File: config.mk
export PLATFORM = sky130hd
export DESIGN_NAME = cv_setpoint_dac_ranger_unit
export DESIGN_NICKNAME = d
export VERILOG_FILES = /design/src/hdl/cvdr_pkg.sv /design/src/hdl/cvdr_frac_div.sv /design/src/hdl/cv_setpoint_dac_ranger_unit.sv
export SDC_FILE = /design/constraint.sdc
export NUM_CORES = 1
export LEC_CHECK = 0
export ABC_CLOCK_PERIOD_IN_PS = 7770
export CAP_MARGIN = 15
export CORE_UTILIZATION = 56
export DETAILED_ROUTE_END_ITERATION = 16
export DONT_BUFFER_PORTS = 1
export GPL_TIMING_DRIVEN = 0
export PLACE_DENSITY_LB_ADDON = 0.08
export SLEW_MARGIN = 20
export SYNTH_ARGS = -nofsm -noshare
export SYNTH_HDL_FRONTEND = slang
export SYNTH_SLANG_ARGS = --single-unit
export TNS_END_PERCENT = 1
File: constraint.sdc
create_clock -name clk -period 7.77 [get_ports clk]
set_input_delay 0.777 -clock clk [delete_from_list [all_inputs] [get_ports clk]]
set_output_delay 0.777 -clock clk [all_outputs]
set_load 0.02 [all_outputs]
File: src/hdl/cvdr_pkg.sv
`timescale 1ns / 1ps
// ----------------------------------------------------------------------------
// cvdr_pkg: shared types and constants for the cv setpoint dac ranger
// Beat payloads, action codes, register indexes and divider handshake.
// ----------------------------------------------------------------------------
package cvdr_pkg;

	// fixed-point shift of the dac code and code width
	localparam int FRAC_SHIFT = 16;
	localparam int CODE_W     = 16;
	localparam int CNT_W      = $clog2(FRAC_SHIFT);

	// register index width and codes
	localparam int IDX_W = 3;
	localparam logic [IDX_W-1:0] REG_HYST_UP        = 3'd0;
	localparam logic [IDX_W-1:0] REG_HYST_DOWN      = 3'd1;
	localparam logic [IDX_W-1:0] REG_OFFSET_HIGH    = 3'd2;
	localparam logic [IDX_W-1:0] REG_OFFSET_LOW     = 3'd3;
	localparam logic [IDX_W-1:0] REG_SLOPE_HIGH     = 3'd4;
	localparam logic [IDX_W-1:0] REG_SLOPE_LOW      = 3'd5;
	localparam logic [IDX_W-1:0] REG_DAC_LIMIT      = 3'd6;
	localparam logic [IDX_W-1:0] REG_SETPOINT_LIMIT = 3'd7;

	// item actions
	typedef enum logic [1:0] {
		ACT_SET  = 2'd0,
		ACT_UP   = 2'd1,
		ACT_DOWN = 2'd2,
		ACT_APPLY = 2'd3
	} action_t;

	// input beat
	typedef struct packed {
		logic [1:0]  action;
		logic [31:0] amount;
		logic        autorange_ok;
		logic        mode_was_cv;
	} in_t;

	// result beat
	typedef struct packed {
		logic [31:0]       setpoint;
		logic [CODE_W-1:0] dac_code;
		logic              dac_valid;
		logic              high_range;
		logic              invalidate;
		logic              overload;
		logic [15:0]       error_count;
	} out_t;

	// divider request: positive offset sum and range slope
	typedef struct packed {
		logic        start;
		logic [32:0] dividend;
		logic [31:0] divisor;
	} div_req_t;

	// divider response: quotient valid for one cycle
	typedef struct packed {
		logic              done;
		logic              sat;
		logic [CODE_W-1:0] quot;
	} div_rsp_t;

endpackage

File: src/hdl/cvdr_frac_div.sv
`timescale 1ns / 1ps
// ----------------------------------------------------------------------------
// cvdr_frac_div: serial fractional divider
// Computes (dividend << 16) / divisor one quotient bit a cycle through one
// shared subtractor; flags saturation when the quotient needs more than
// sixteen bits (dividend not below divisor, which covers a zero divisor).
// ----------------------------------------------------------------------------
module cvdr_frac_div (
	input  logic               clk,
	input  logic               arst_n,
	input  cvdr_pkg::div_req_t req,
	output cvdr_pkg::div_rsp_t rsp
);

	typedef enum logic [2:0] {
		DV_IDLE  = 3'b001,
		DV_CHECK = 3'b010,
		DV_STEP  = 3'b100
	} dv_state_t;

	dv_state_t                        state_q;
	logic [32:0]                      num_q;
	logic [31:0]                      den_q;
	logic [cvdr_pkg::CODE_W-1:0]      quot_q;
	logic [cvdr_pkg::CNT_W-1:0]       cnt_q;
	logic                             done_q;
	logic                             sat_q;

	logic [32:0] alu_a;
	logic [33:0] diff;
	logic        no_borrow;

	// shared subtractor: range check first, then shifted remainder
	assign alu_a     = (state_q == DV_CHECK) ? num_q : {num_q[31:0], 1'b0};
	assign diff      = {1'b0, alu_a} - {2'b00, den_q};
	assign no_borrow = ~diff[33];

	// sequencer
	always_ff @(posedge clk or negedge arst_n) begin
		if (!arst_n) begin
			state_q <= DV_IDLE;
			done_q  <= 1'b0;
			sat_q   <= 1'b0;
			cnt_q   <= '0;
		end else begin
			done_q <= 1'b0;
			case (state_q)
				DV_IDLE: begin
					if (req.start) begin
						state_q <= DV_CHECK;
						sat_q   <= 1'b0;
					end
				end
				DV_CHECK: begin
					cnt_q <= '0;
					if (no_borrow) begin
						sat_q   <= 1'b1;
						done_q  <= 1'b1;
						state_q <= DV_IDLE;
					end else begin
						state_q <= DV_STEP;
					end
				end
				DV_STEP: begin
					cnt_q <= cnt_q + 1'b1;
					if (cnt_q == cvdr_pkg::CNT_W'(cvdr_pkg::FRAC_SHIFT - 1)) begin
						done_q  <= 1'b1;
						state_q <= DV_IDLE;
					end
				end
				default: state_q <= DV_IDLE;
			endcase
		end
	end

	// remainder and quotient datapath
	always_ff @(posedge clk) begin
		case (state_q)
			DV_IDLE: begin
				if (req.start) begin
					num_q <= req.dividend;
					den_q <= req.divisor;
				end
			end
			DV_CHECK: begin
				quot_q <= '0;
			end
			DV_STEP: begin
				quot_q <= {quot_q[cvdr_pkg::CODE_W-2:0], no_borrow};
				num_q  <= no_borrow ? {1'b0, diff[31:0]} : {1'b0, alu_a[31:0]};
			end
			default: ;
		endcase
	end

	assign rsp.done = done_q;
	assign rsp.sat  = sat_q;
	assign rsp.quot = quot_q;

endmodule

File: src/hdl/cv_setpoint_dac_ranger_unit.sv
`timescale 1ns / 1ps
// ----------------------------------------------------------------------------
// cv_setpoint_dac_ranger_unit: constant-voltage setpoint and dac ranger
// Holds the setpoint, picks the range with hysteresis and produces the
// saturated dac code for apply beats.
// ----------------------------------------------------------------------------
// One item is worked at a time; in_stall is high from acceptance until the
// result is loaded into the output register. Set, step-up and step-down
// items pass from S_PREP straight to S_DONE, and so does an apply item whose
// offset sum is zero or negative. One whose offset sum is not below the
// slope, so that the quotient needs more than 16 bits or the slope is zero,
// waits in S_WAIT for the divider's range check only. Any other apply item
// waits in S_WAIT for the full division, whether or not the code is then
// clamped to the dac limit: the divider resolves one quotient bit a cycle
// through a single shared 33-bit subtractor for the 16 fraction bits. A
// waiting result holds off completion of the next item, not its acceptance.
// No clearing pass after reset. Configuration is written through wr_en,
// wr_index and wr_data while the block is idle; the user is bound to that,
// and the block itself does not enforce it.
// ----------------------------------------------------------------------------
module cv_setpoint_dac_ranger_unit (
	input  logic                               clk,
	input  logic                               arst_n,
	input  logic                               in_valid,
	output logic                               in_stall,
	input  cvdr_pkg::in_t                      in_data,
	output logic                               out_valid,
	input  logic                               out_stall,
	output cvdr_pkg::out_t                     out_data,
	input  logic                               wr_en,
	input  logic [cvdr_pkg::IDX_W-1:0]         wr_index,
	input  logic [31:0]                        wr_data
);

	typedef enum logic [3:0] {
		S_IDLE = 4'b0001,
		S_PREP = 4'b0010,
		S_WAIT = 4'b0100,
		S_DONE = 4'b1000
	} state_t;

	state_t state_q;

	// configuration registers
	logic [31:0]                 hyst_up_q;
	logic [31:0]                 hyst_down_q;
	logic [31:0]                 offset_high_q;
	logic [31:0]                 offset_low_q;
	logic [31:0]                 slope_high_q;
	logic [31:0]                 slope_low_q;
	logic [cvdr_pkg::CODE_W-1:0] dac_limit_q;
	logic [31:0]                 setpoint_limit_q;

	// block state
	logic [31:0] setpoint_q;
	logic        range_q;
	logic [15:0] err_q;

	// item working registers
	cvdr_pkg::in_t               item_q;
	logic [31:0]                 new_sp_q;
	logic                        rng_q;
	logic [cvdr_pkg::CODE_W-1:0] code_q;
	logic                        ovl_q;

	// output register
	cvdr_pkg::out_t out_q;
	logic           out_valid_q;

	cvdr_pkg::div_req_t div_req;
	cvdr_pkg::div_rsp_t div_rsp;

	logic        is_apply;
	logic [32:0] up_sum;
	logic [31:0] up_sp;
	logic [31:0] down_sp;
	logic        rng_sel;
	logic [31:0] off_sel;
	logic [33:0] off_sum;
	logic        sum_pos;
	logic        load_out;
	logic        div_sat;

	assign is_apply = (item_q.action == cvdr_pkg::ACT_APPLY);

	// configuration writes
	always_ff @(posedge clk or negedge arst_n) begin
		if (!arst_n) begin
			hyst_up_q        <= '0;
			hyst_down_q      <= '0;
			offset_high_q    <= '0;
			offset_low_q     <= '0;
			slope_high_q     <= 32'h0001_0000;
			slope_low_q      <= 32'h0001_0000;
			dac_limit_q      <= '1;
			setpoint_limit_q <= '1;
		end else if (wr_en) begin
			case (wr_index)
				cvdr_pkg::REG_HYST_UP:        hyst_up_q        <= wr_data;
				cvdr_pkg::REG_HYST_DOWN:      hyst_down_q      <= wr_data;
				cvdr_pkg::REG_OFFSET_HIGH:    offset_high_q    <= wr_data;
				cvdr_pkg::REG_OFFSET_LOW:     offset_low_q     <= wr_data;
				cvdr_pkg::REG_SLOPE_HIGH:     slope_high_q     <= wr_data;
				cvdr_pkg::REG_SLOPE_LOW:      slope_low_q      <= wr_data;
				cvdr_pkg::REG_DAC_LIMIT:      dac_limit_q      <= wr_data[cvdr_pkg::CODE_W-1:0];
				cvdr_pkg::REG_SETPOINT_LIMIT: setpoint_limit_q <= wr_data;
				default: ;
			endcase
		end
	end

	// step arithmetic, clamped high and low
	assign up_sum  = {1'b0, setpoint_q} + {1'b0, item_q.amount};
	assign up_sp   = (up_sum[32] || (up_sum[31:0] >= setpoint_limit_q))
		? (setpoint_limit_q - 32'd1) : up_sum[31:0];
	assign down_sp = (item_q.amount > setpoint_q) ? 32'd0 : (setpoint_q - item_q.amount);

	// range choice with hysteresis, forced high without autoranging
	always_comb begin
		if ((setpoint_q > hyst_up_q) || !item_q.autorange_ok)
			rng_sel = 1'b1;
		else if (setpoint_q < hyst_down_q)
			rng_sel = 1'b0;
		else
			rng_sel = range_q;
	end

	// signed offset sum, exact in 34 bits
	assign off_sel = rng_sel ? offset_high_q : offset_low_q;
	assign off_sum = {2'b00, setpoint_q} + {{2{off_sel[31]}}, off_sel};
	assign sum_pos = ~off_sum[33] && (off_sum != '0);

	// divider start on a positive apply sum
	assign div_req.start    = (state_q == S_PREP) && is_apply && sum_pos;
	assign div_req.dividend = off_sum[32:0];
	assign div_req.divisor  = rng_sel ? slope_high_q : slope_low_q;

	cvdr_frac_div u_div (
		.clk    (clk),
		.arst_n (arst_n),
		.req    (div_req),
		.rsp    (div_rsp)
	);

	assign div_sat  = div_rsp.sat || (div_rsp.quot > dac_limit_q);
	assign load_out = (state_q == S_DONE) && (!out_valid_q || !out_stall);

	// sequencer
	always_ff @(posedge clk or negedge arst_n) begin
		if (!arst_n) begin
			state_q <= S_IDLE;
		end else begin
			case (state_q)
				S_IDLE: begin
					if (in_valid) state_q <= S_PREP;
				end
				S_PREP: begin
					state_q <= (is_apply && sum_pos) ? S_WAIT : S_DONE;
				end
				S_WAIT: begin
					if (div_rsp.done) state_q <= S_DONE;
				end
				S_DONE: begin
					if (load_out) state_q <= S_IDLE;
				end
				default: state_q <= S_IDLE;
			endcase
		end
	end

	// item datapath
	always_ff @(posedge clk) begin
		if (state_q == S_IDLE && in_valid)
			item_q <= in_data;
		if (state_q == S_PREP) begin
			code_q <= '0;
			ovl_q  <= 1'b0;
			case (item_q.action)
				cvdr_pkg::ACT_SET:  new_sp_q <= item_q.amount;
				cvdr_pkg::ACT_UP:   new_sp_q <= up_sp;
				cvdr_pkg::ACT_DOWN: new_sp_q <= down_sp;
				default:            new_sp_q <= setpoint_q;
			endcase
			rng_q <= is_apply ? rng_sel : range_q;
		end
		if (state_q == S_WAIT && div_rsp.done) begin
			code_q <= div_sat ? dac_limit_q : div_rsp.quot;
			ovl_q  <= div_sat && rng_q;
		end
	end

	// block state update at completion
	always_ff @(posedge clk or negedge arst_n) begin
		if (!arst_n) begin
			setpoint_q <= '0;
			range_q    <= 1'b1;
			err_q      <= '0;
		end else if (load_out) begin
			setpoint_q <= new_sp_q;
			range_q    <= rng_q;
			if (ovl_q) err_q <= err_q + 16'd1;
		end
	end

	// output register
	always_ff @(posedge clk or negedge arst_n) begin
		if (!arst_n) begin
			out_valid_q <= 1'b0;
		end else if (load_out) begin
			out_valid_q <= 1'b1;
		end else if (!out_stall) begin
			out_valid_q <= 1'b0;
		end
	end

	always_ff @(posedge clk) begin
		if (load_out) begin
			out_q.setpoint    <= new_sp_q;
			out_q.dac_code    <= code_q;
			out_q.dac_valid   <= is_apply;
			out_q.high_range  <= rng_q;
			out_q.invalidate  <= is_apply && ((rng_q != range_q) || !item_q.mode_was_cv);
			out_q.overload    <= ovl_q;
			out_q.error_count <= ovl_q ? (err_q + 16'd1) : err_q;
		end
	end

	assign in_stall  = (state_q != S_IDLE);
	assign out_valid = out_valid_q;
	assign out_data  = out_q;

`ifndef ASSERT_OFF
	// divider only answers while the sequencer waits for it
	a_div_done_in_wait: assert property (@(posedge clk) disable iff (!arst_n)
		div_rsp.done |-> (state_q == S_WAIT))
		else $error("divider response outside wait state");

	// a new result beat only follows the completion state
	a_out_from_done: assert property (@(posedge clk) disable iff (!arst_n)
		$rose(out_valid_q) |-> $past(state_q == S_DONE))
		else $error("result beat without completion");

	// error count moves only on a completed overload
	a_err_on_ovl: assert property (@(posedge clk) disable iff (!arst_n)
		!$stable(err_q) |-> $past(load_out && ovl_q && rng_q))
		else $error("error count changed without overload");

	// overload is only ever raised in the high range
	a_ovl_high: assert property (@(posedge clk) disable iff (!arst_n)
		(out_valid_q && out_q.overload) |-> (out_q.high_range && out_q.dac_valid))
		else $error("overload outside high-range apply");
`endif

endmodule

**Yosys cells after proc, flatten, opt, wreduce, memory -nomap -nowiden**

Index checks and enable logic that the tools add are counted.

- Flip-flop bits (word level): 538
- Output and inout bits: 70

- Add/sub/neg operators: 7
- $lt $le $gt $ge: 5
- Equal/unequal tests: 27
- Multiplexer cells: 37
- Bitwise gates (word level): 2
- Reduce and logical (&&, ||, !) cells: 38

Operators with widths:

| operator | number |
|---|---|
| $mux 32 | 5 |
| $pmux 32 s3 | 1 |
| $mux 33 | 2 |
| $pmux 33 s2 | 1 |
| $gt 32x32->1 | 2 |
| $mux 16 | 4 |
| $add 33x32->34 | 1 |
| $reduce_bool 34->1 | 1 |
| $sub 33x32->34 | 1 |
| $add 32x32->33 | 1 |
| $ge 32x32->1 | 1 |
| $lt 32x32->1 | 1 |
| $pmux 16 s2 | 1 |
| $sub 32x1->32 const B | 1 |
| $sub 32x32->32 | 1 |
| $reduce_and 2->1 | 11 |
| $add 16x1->16 const B | 1 |
| $gt 16x16->1 | 1 |
| $mux 4 | 4 |
| $pmux 4 s4 | 1 |
| $eq 3x3->1 const B | 5 |
| $mux 1 | 11 |
| $eq 3x2->1 const B | 3 |
| $logic_and 1x1->1 | 9 |
| 23 further kinds | 46 |

**Logic depth before layout (Yosys ltp)**

- Word-level depth: 10
- Depth in mapped cells: 25

**By module**

From an unflattened synthesis, not the netlist that was laid out.

- Cell total of the unflattened synthesis: 3,188
- Area, all modules: 32,824.0 um^2

By module, submodules not included:

| module | instances | cells an instance | area each (um^2) | sequential area each (um^2) |
|---|---|---|---|---|
| cv_setpoint_dac_ranger_unit | 1 | 2,603 | 26,959.6 | 12,046.6 |
| cvdr_frac_div | 1 | 585 | 5,864.4 | 2,658.8 |

**Worst setup path before layout**

OpenSTA, ideal clock, no wires.

- Kind: flip-flop to flip-flop
- Start point: reg setpoint_q[15]
- End point: reg u_div.num_q[0] (enable)
- Library setup time: 427 ps
- Arrival time: 6,875 ps
- Path slack: 468 ps
- Stages on the path, launching flop included: 25
- Period minus slack after synthesis: 7,302 ps
- Path through: dfrtp_1 ha_1 nand4_1 or4_1 a21oi_1 o41ai_1 a22o_1 o21ai_1 clkbuf_1 buf_2 mux2_2 ha_1 inv_1 fa_1 nand2b_1 a21oi_1 o211a_1 o211ai_1 a221oi_1 a221oi_1 nor4b_2 and4b_1 a211oi_1 o211ai_2 o21ai_1

- Longest elaborated chain between the ends: 10
- Elaborated cells on any way between the ends: 13
- Classes of those cells: add/sub: 1; order compare: 2; eq/ne: 1; mux: 3; bitwise: 1; reduce/logical: 5

RTL lines:

| item | line | text |
|---|---|---|
| from (decl) | cv_setpoint_dac_ranger_unit.sv:55 | `logic [31:0] setpoint_q;` |
| from (signal assigned) | cv_setpoint_dac_ranger_unit.sv:199 | `setpoint_q <= new_sp_q;` |
| $lt 32x32->1 or $gt 32x32->1 (tied branches) | cv_setpoint_dac_ranger_unit.sv:122, cv_setpoint_dac_ranger_unit.sv:120 |  |
| $mux 1 or $logic_or 1x1->1 (tied branches) | cv_setpoint_dac_ranger_unit.sv:122, cv_setpoint_dac_ranger_unit.sv:120 |  |
| $mux 1 | cv_setpoint_dac_ranger_unit.sv:120 | `if ((setpoint_q > hyst_up_q) \|\| !item_q.autorange_ok)` |
| $mux 32 | cv_setpoint_dac_ranger_unit.sv:129 | `assign off_sel = rng_sel ? offset_high_q : offset_low_q;` |
| $add 33x32->34 (*) | cv_setpoint_dac_ranger_unit.sv:130 | `assign off_sum = {2'b00, setpoint_q} + {{2{off_sel[31]}}, off_sel};` |
| $reduce_bool 34->1 or $not 1->1 (tied branches) | cv_setpoint_dac_ranger_unit.sv:131 | `assign sum_pos = ~off_sum[33] && (off_sum != '0);` |
| $logic_and 1x1->1 (*) | cv_setpoint_dac_ranger_unit.sv:131 |  |
| $logic_and 1x1->1 (*) | cv_setpoint_dac_ranger_unit.sv:134 | `assign div_req.start = (state_q == S_PREP) && is_apply && sum_pos;` |
| $ne 2x2->1 (no line) (*) | -- |  |
| $reduce_and 2->1 (no line) (*) | -- |  |
| to (signal assigned) | cvdr_frac_div.sv:81 | `num_q <= req.dividend;` |
| to (signal assigned) | cvdr_frac_div.sv:90 | `num_q <= no_borrow ? {1'b0, diff[31:0]} : {1'b0, alu_a[31:0]};` |
| to (decl) | cvdr_frac_div.sv:22 | `logic [32:0] num_q;` |

Every way passes the cells marked *; elsewhere a longest branch is shown, timed or not.
A chain may end at the register's enable or synchronous reset.

**Worst setup path in the final report**

- Start point: reg setpoint_q[15]
- End point: reg u_div.num_q[6] (enable)

The elaborated chain is that of the path after synthesis.

==> flow_metrics.tcl <==
set metrics [dict create \
    tritoncts "yes" \
    crit_path_max_incr_delay_ns 0.64 \
    grt_first_pass_wirelength_um 142000 \
    postSynthCellCount 3197 \
    p_clk_share_pct 19.2 \
    share_seq_of_total_power_pct 30.4 \
    grt_max_degree 251 \
    fp.dieArea_um2 58700 \
    fp-row-count 87 \
    fp.coreArea_um2 56700 \
    skew_ns 0.0283 \
    grt_antenna_before_repair 5 \
    number_of_buffers_created_by_cts 58 \
    layout-drive-gt1-share_pct 14.5 \
    numPlacedInstances 3959 \
    floorplan.die.width_um 242 \
    setup_violations 0 \
    post_route_drc 0 \
    gr-usage-all-layers_pct 31.4 \
    comb_power_share_pct 50.4 \
    synth_largest_type_area_fraction_pct 21.8 \
    final.min_clock_period_ns 7.43 \
    cts.reportedPaths.clkPinSlew_ns 0.06 \
    net-switching-power_mw 6.13 \
    die_height_um 242 \
    crit_path_cell_chain "ha_1 > nand4_1 > or4_1 > a21oi_1 > o41ai_1 > a22o_1 > o21ai_1 > buf_4 > clkbuf_4 > mux2_2 > ha_1 > buf_2 > nand2_1 > or4_1 > a21boi_1 > nor2_1 > mux2i_1 > a311oi_2 > a31oi_1 > and4b_1 > a211oi_1 > o211ai_2 > o21ai_4 > buf_16" \
    crit_path_end_kind "register" \
    irDropWorstVdd_mv 0.251 \
    ys.warnings.count 0 \
    syn2layout_area_growth_pct 9.75 \
    io-pin-count 146 \
    grt-ovfl-total 0 \
    dr.first_iter.drc_count 1828 \
    ys_dominant_reg_cell "dfrtp_1" \
    startpoint_type "register" \
    start_util_pct 57.0 \
    syn_area_per_cell_um2 10.1 \
    critPathArrivalTime_ns 7.76 \
    ant_nets 0 \
    synth_most_common_cell "nand2_1" \
    detailedRoute.firstPassIterationCount 5 \
    hold_class "input pin to async pin" \
    synth.area.top_cells "edfxtp_1 22%, dfrtp_1 19%, ha_1 9.4%" \
    synth.cells.most_frequent "407 x nand2_1, 251 x mux2_2, 250 x dfrtp_1" \
    finalWeightedCongestion 0.909 \
    critPathSlowestCell "or4_1" \
    final-instance-count-excl-fill 4071 \
    critical_path_type "register to register" \
    routed_wl_per_cell_um 22.6 \
    final-hold-violation-count 0 \
    final.hold.worst_slack_ns 0.0760 \
    synth_nets 3520 \
    worst_pin_slew_ns 1.07 \
    design.final.nets 3588 \
    final_number_of_max_transition_violations 0 \
    n_fill_cell 4656 \
    synth.largest_area_cell "edfxtp_1" \
    placement.io_buffers 0 \
    fmax_mhz 135 \
    postSynth.asyncResetShare_pct 56.3 \
    routed_wire_length_um 92100 \
    p_int_mw 8.08 \
    timing.critical_path.required_ns 8.11 \
    ys_ff_latch 538 \
    sum_of_internal_switching_and_leakage_power_mw 14.2 \
    clock-sinks 538 \
    ctsRootBufferMaster "clkbuf_16" \
    p_leak_nw 15.1 \
    clock_insertion_delay_worst_skew_ns 0.64 \
    largest_register_ff_count 68 \
    vias 24500 \
    post-dp-hpwl_um 69800 \
    layout.core_utilization_pct 62.6 \
    first_global_vias 24700 \
    final_min_period_over_clock_period_pct 95.6 \
    cp_max_fo 22 \
    synth_cell_types 87 \
    timing.slew.headroom_pct 28.6 \
    number_of_h_tree_branching_levels 2 \
    cts-root-to-sink-buffers 3 \
    synth.cell_area_um2 32300 \
    sw_ratio_pct 43.2 \
    seq_area_frac_synth_pct 45.5 \
    power_per_cell_area_nw_per_um2 400 \
    number_of_synthesized_flops_with_an_enable_pin 235 \
    run_status "complete, no violations" \
    route.detailed.vias_per_inst 6.01 \
    max-cap-violations 0 \
]
[cell type report]
class	instances	area, um^2	area share, %
clock inverters	31	299	0.843
inverters	240	901	2.54
plain buffers	130	548	1.54
multi-input cells	2284	16300	45.8
diodes	1	2.50	0.00705
clock buffers	78	1570	4.42
well taps	756	946	2.67
flip-flops and latches	538	14700	41.4
repair buffers	13	248	0.698
[critical path, delay by kind of cell, from the launching register on]
kind / cells / cell delay (ns)
DFF: 1 / 0.51
adders and majority gates: 2 / 0.66
buffers and inverters: 4 / 1.02
AOI/OAI and AO/OA: 10 / 2.33
muxes: 2 / 0.52
and+or+nand+nor: 6 / 2.02
[path summary, 6_finish.rpt]
path | from | endpoint | slack (ns) | depth (start not counted)
setup / recovery | setpoint_q[15]$_DFFE_PN0P_ | u_div.num_q[6]$_DFFE_PP_ | 0.34 | 24
hold / removal | arst_n | err_q[8]$_DFFE_PN0P_ | 0.08 | 1
setup reg to reg | setpoint_q[15]$_DFFE_PN0P_ | u_div.num_q[6]$_DFFE_PP_ | 0.34 | 24
hold reg to reg | code_q[1]$_SDFFCE_PN0P_ | out_data[21]$_DFFE_PP_ | 0.42 | 0
max in group asynchronous | arst_n | slope_low_q[23]$_DFFE_PN0P_ | 6.48 | 2
min in group clk | in_data[24] | item_q[24]$_DFFE_PP_ | 0.22 | 0
[power groups by stage]
stage / combinational, mW / sequential, mW / clock [mW]
after global placement: 6.76 / 4.35 / 0
final: 7.15 / 4.32 / 2.73
after CTS: 7.01 / 4.31 / 2.77
after global routing: 7.90 / 4.37 / 2.88
after floorplan: 5.13 / 4.11 / 0
after detailed placement: 6.91 / 4.36 / 0
[cells in the final DEF (no fill, tap or decap), types with 42 or more instances in the layout]
| master | netlist | routed |
|---|---|---|
| xnor2_1 | 112 | 112 |
| nand2_1 | 407 | 407 |
| edfxtp_1 | 235 | 235 |
| inv_1 | 239 | 238 |
| o21ai_0 | 168 | 167 |
| clkbuf_16 | 0 | 58 |
| dfrtp_1 | 250 | 250 |
| ha_1 | 243 | 243 |
| xor2_1 | 42 | 42 |
| mux2_2 | 251 | 251 |
| a21o_1 | 59 | 59 |
| dfstp_2 | 53 | 53 |
| nor2_1 | 168 | 167 |
| clkbuf_1 | 106 | 114 |
| o22ai_1 | 55 | 54 |
| a21oi_1 | 219 | 217 |
| nand3_1 | 57 | 57 |
[cells by family (layout without fill, tap and decap cells)]
| group | count (synthesis) | in the layout | synth area share (%) |
|---|---|---|---|
| AO/OA/AOI/OAI | 736 | 736 | 14.3 |
| XOR/XNOR | 154 | 154 | 4.17 |
| adder cells (fa/ha/maj) | 247 | 247 | 9.65 |
| buffers and inverters | 375 | 492 | 4.50 |
| flip-flops | 538 | 538 | 45.5 |
| multiplexers | 285 | 285 | 9.80 |
| other | 0 | 1 | 0 |
| AND/OR/NAND/NOR | 862 | 862 | 12.1 |
[metal layers]
metal | part of all wire, % | global-route usage, %
met3 | 5.6 | 4.53
met1 | 44 | 41.7
met5 | 0 | 0
met2 | 47 | 52.0
met4 | 3.8 | 11.9
[repair_timing]
action                                  CTS  global route
hold buffers                              2             0
gates resized for setup                   5            14
endpoints found under the setup margin   69            66
setup buffers                             4             0
pin swaps                                 2             0
hold endpoints to repair                250             0
[stage by stage]
stage	TNS, ns	setup WS [ns]	area, um^2
floorplan	0	0.468	32300
global placement	-156.60	-2.42	33300
detailed placement	-47.01	-0.816	33400
CTS	0	0.0727	35400
global route	-1.30	-0.0522	35500
finish	0	0.343	35500
(Power assumes the default switching activity.)
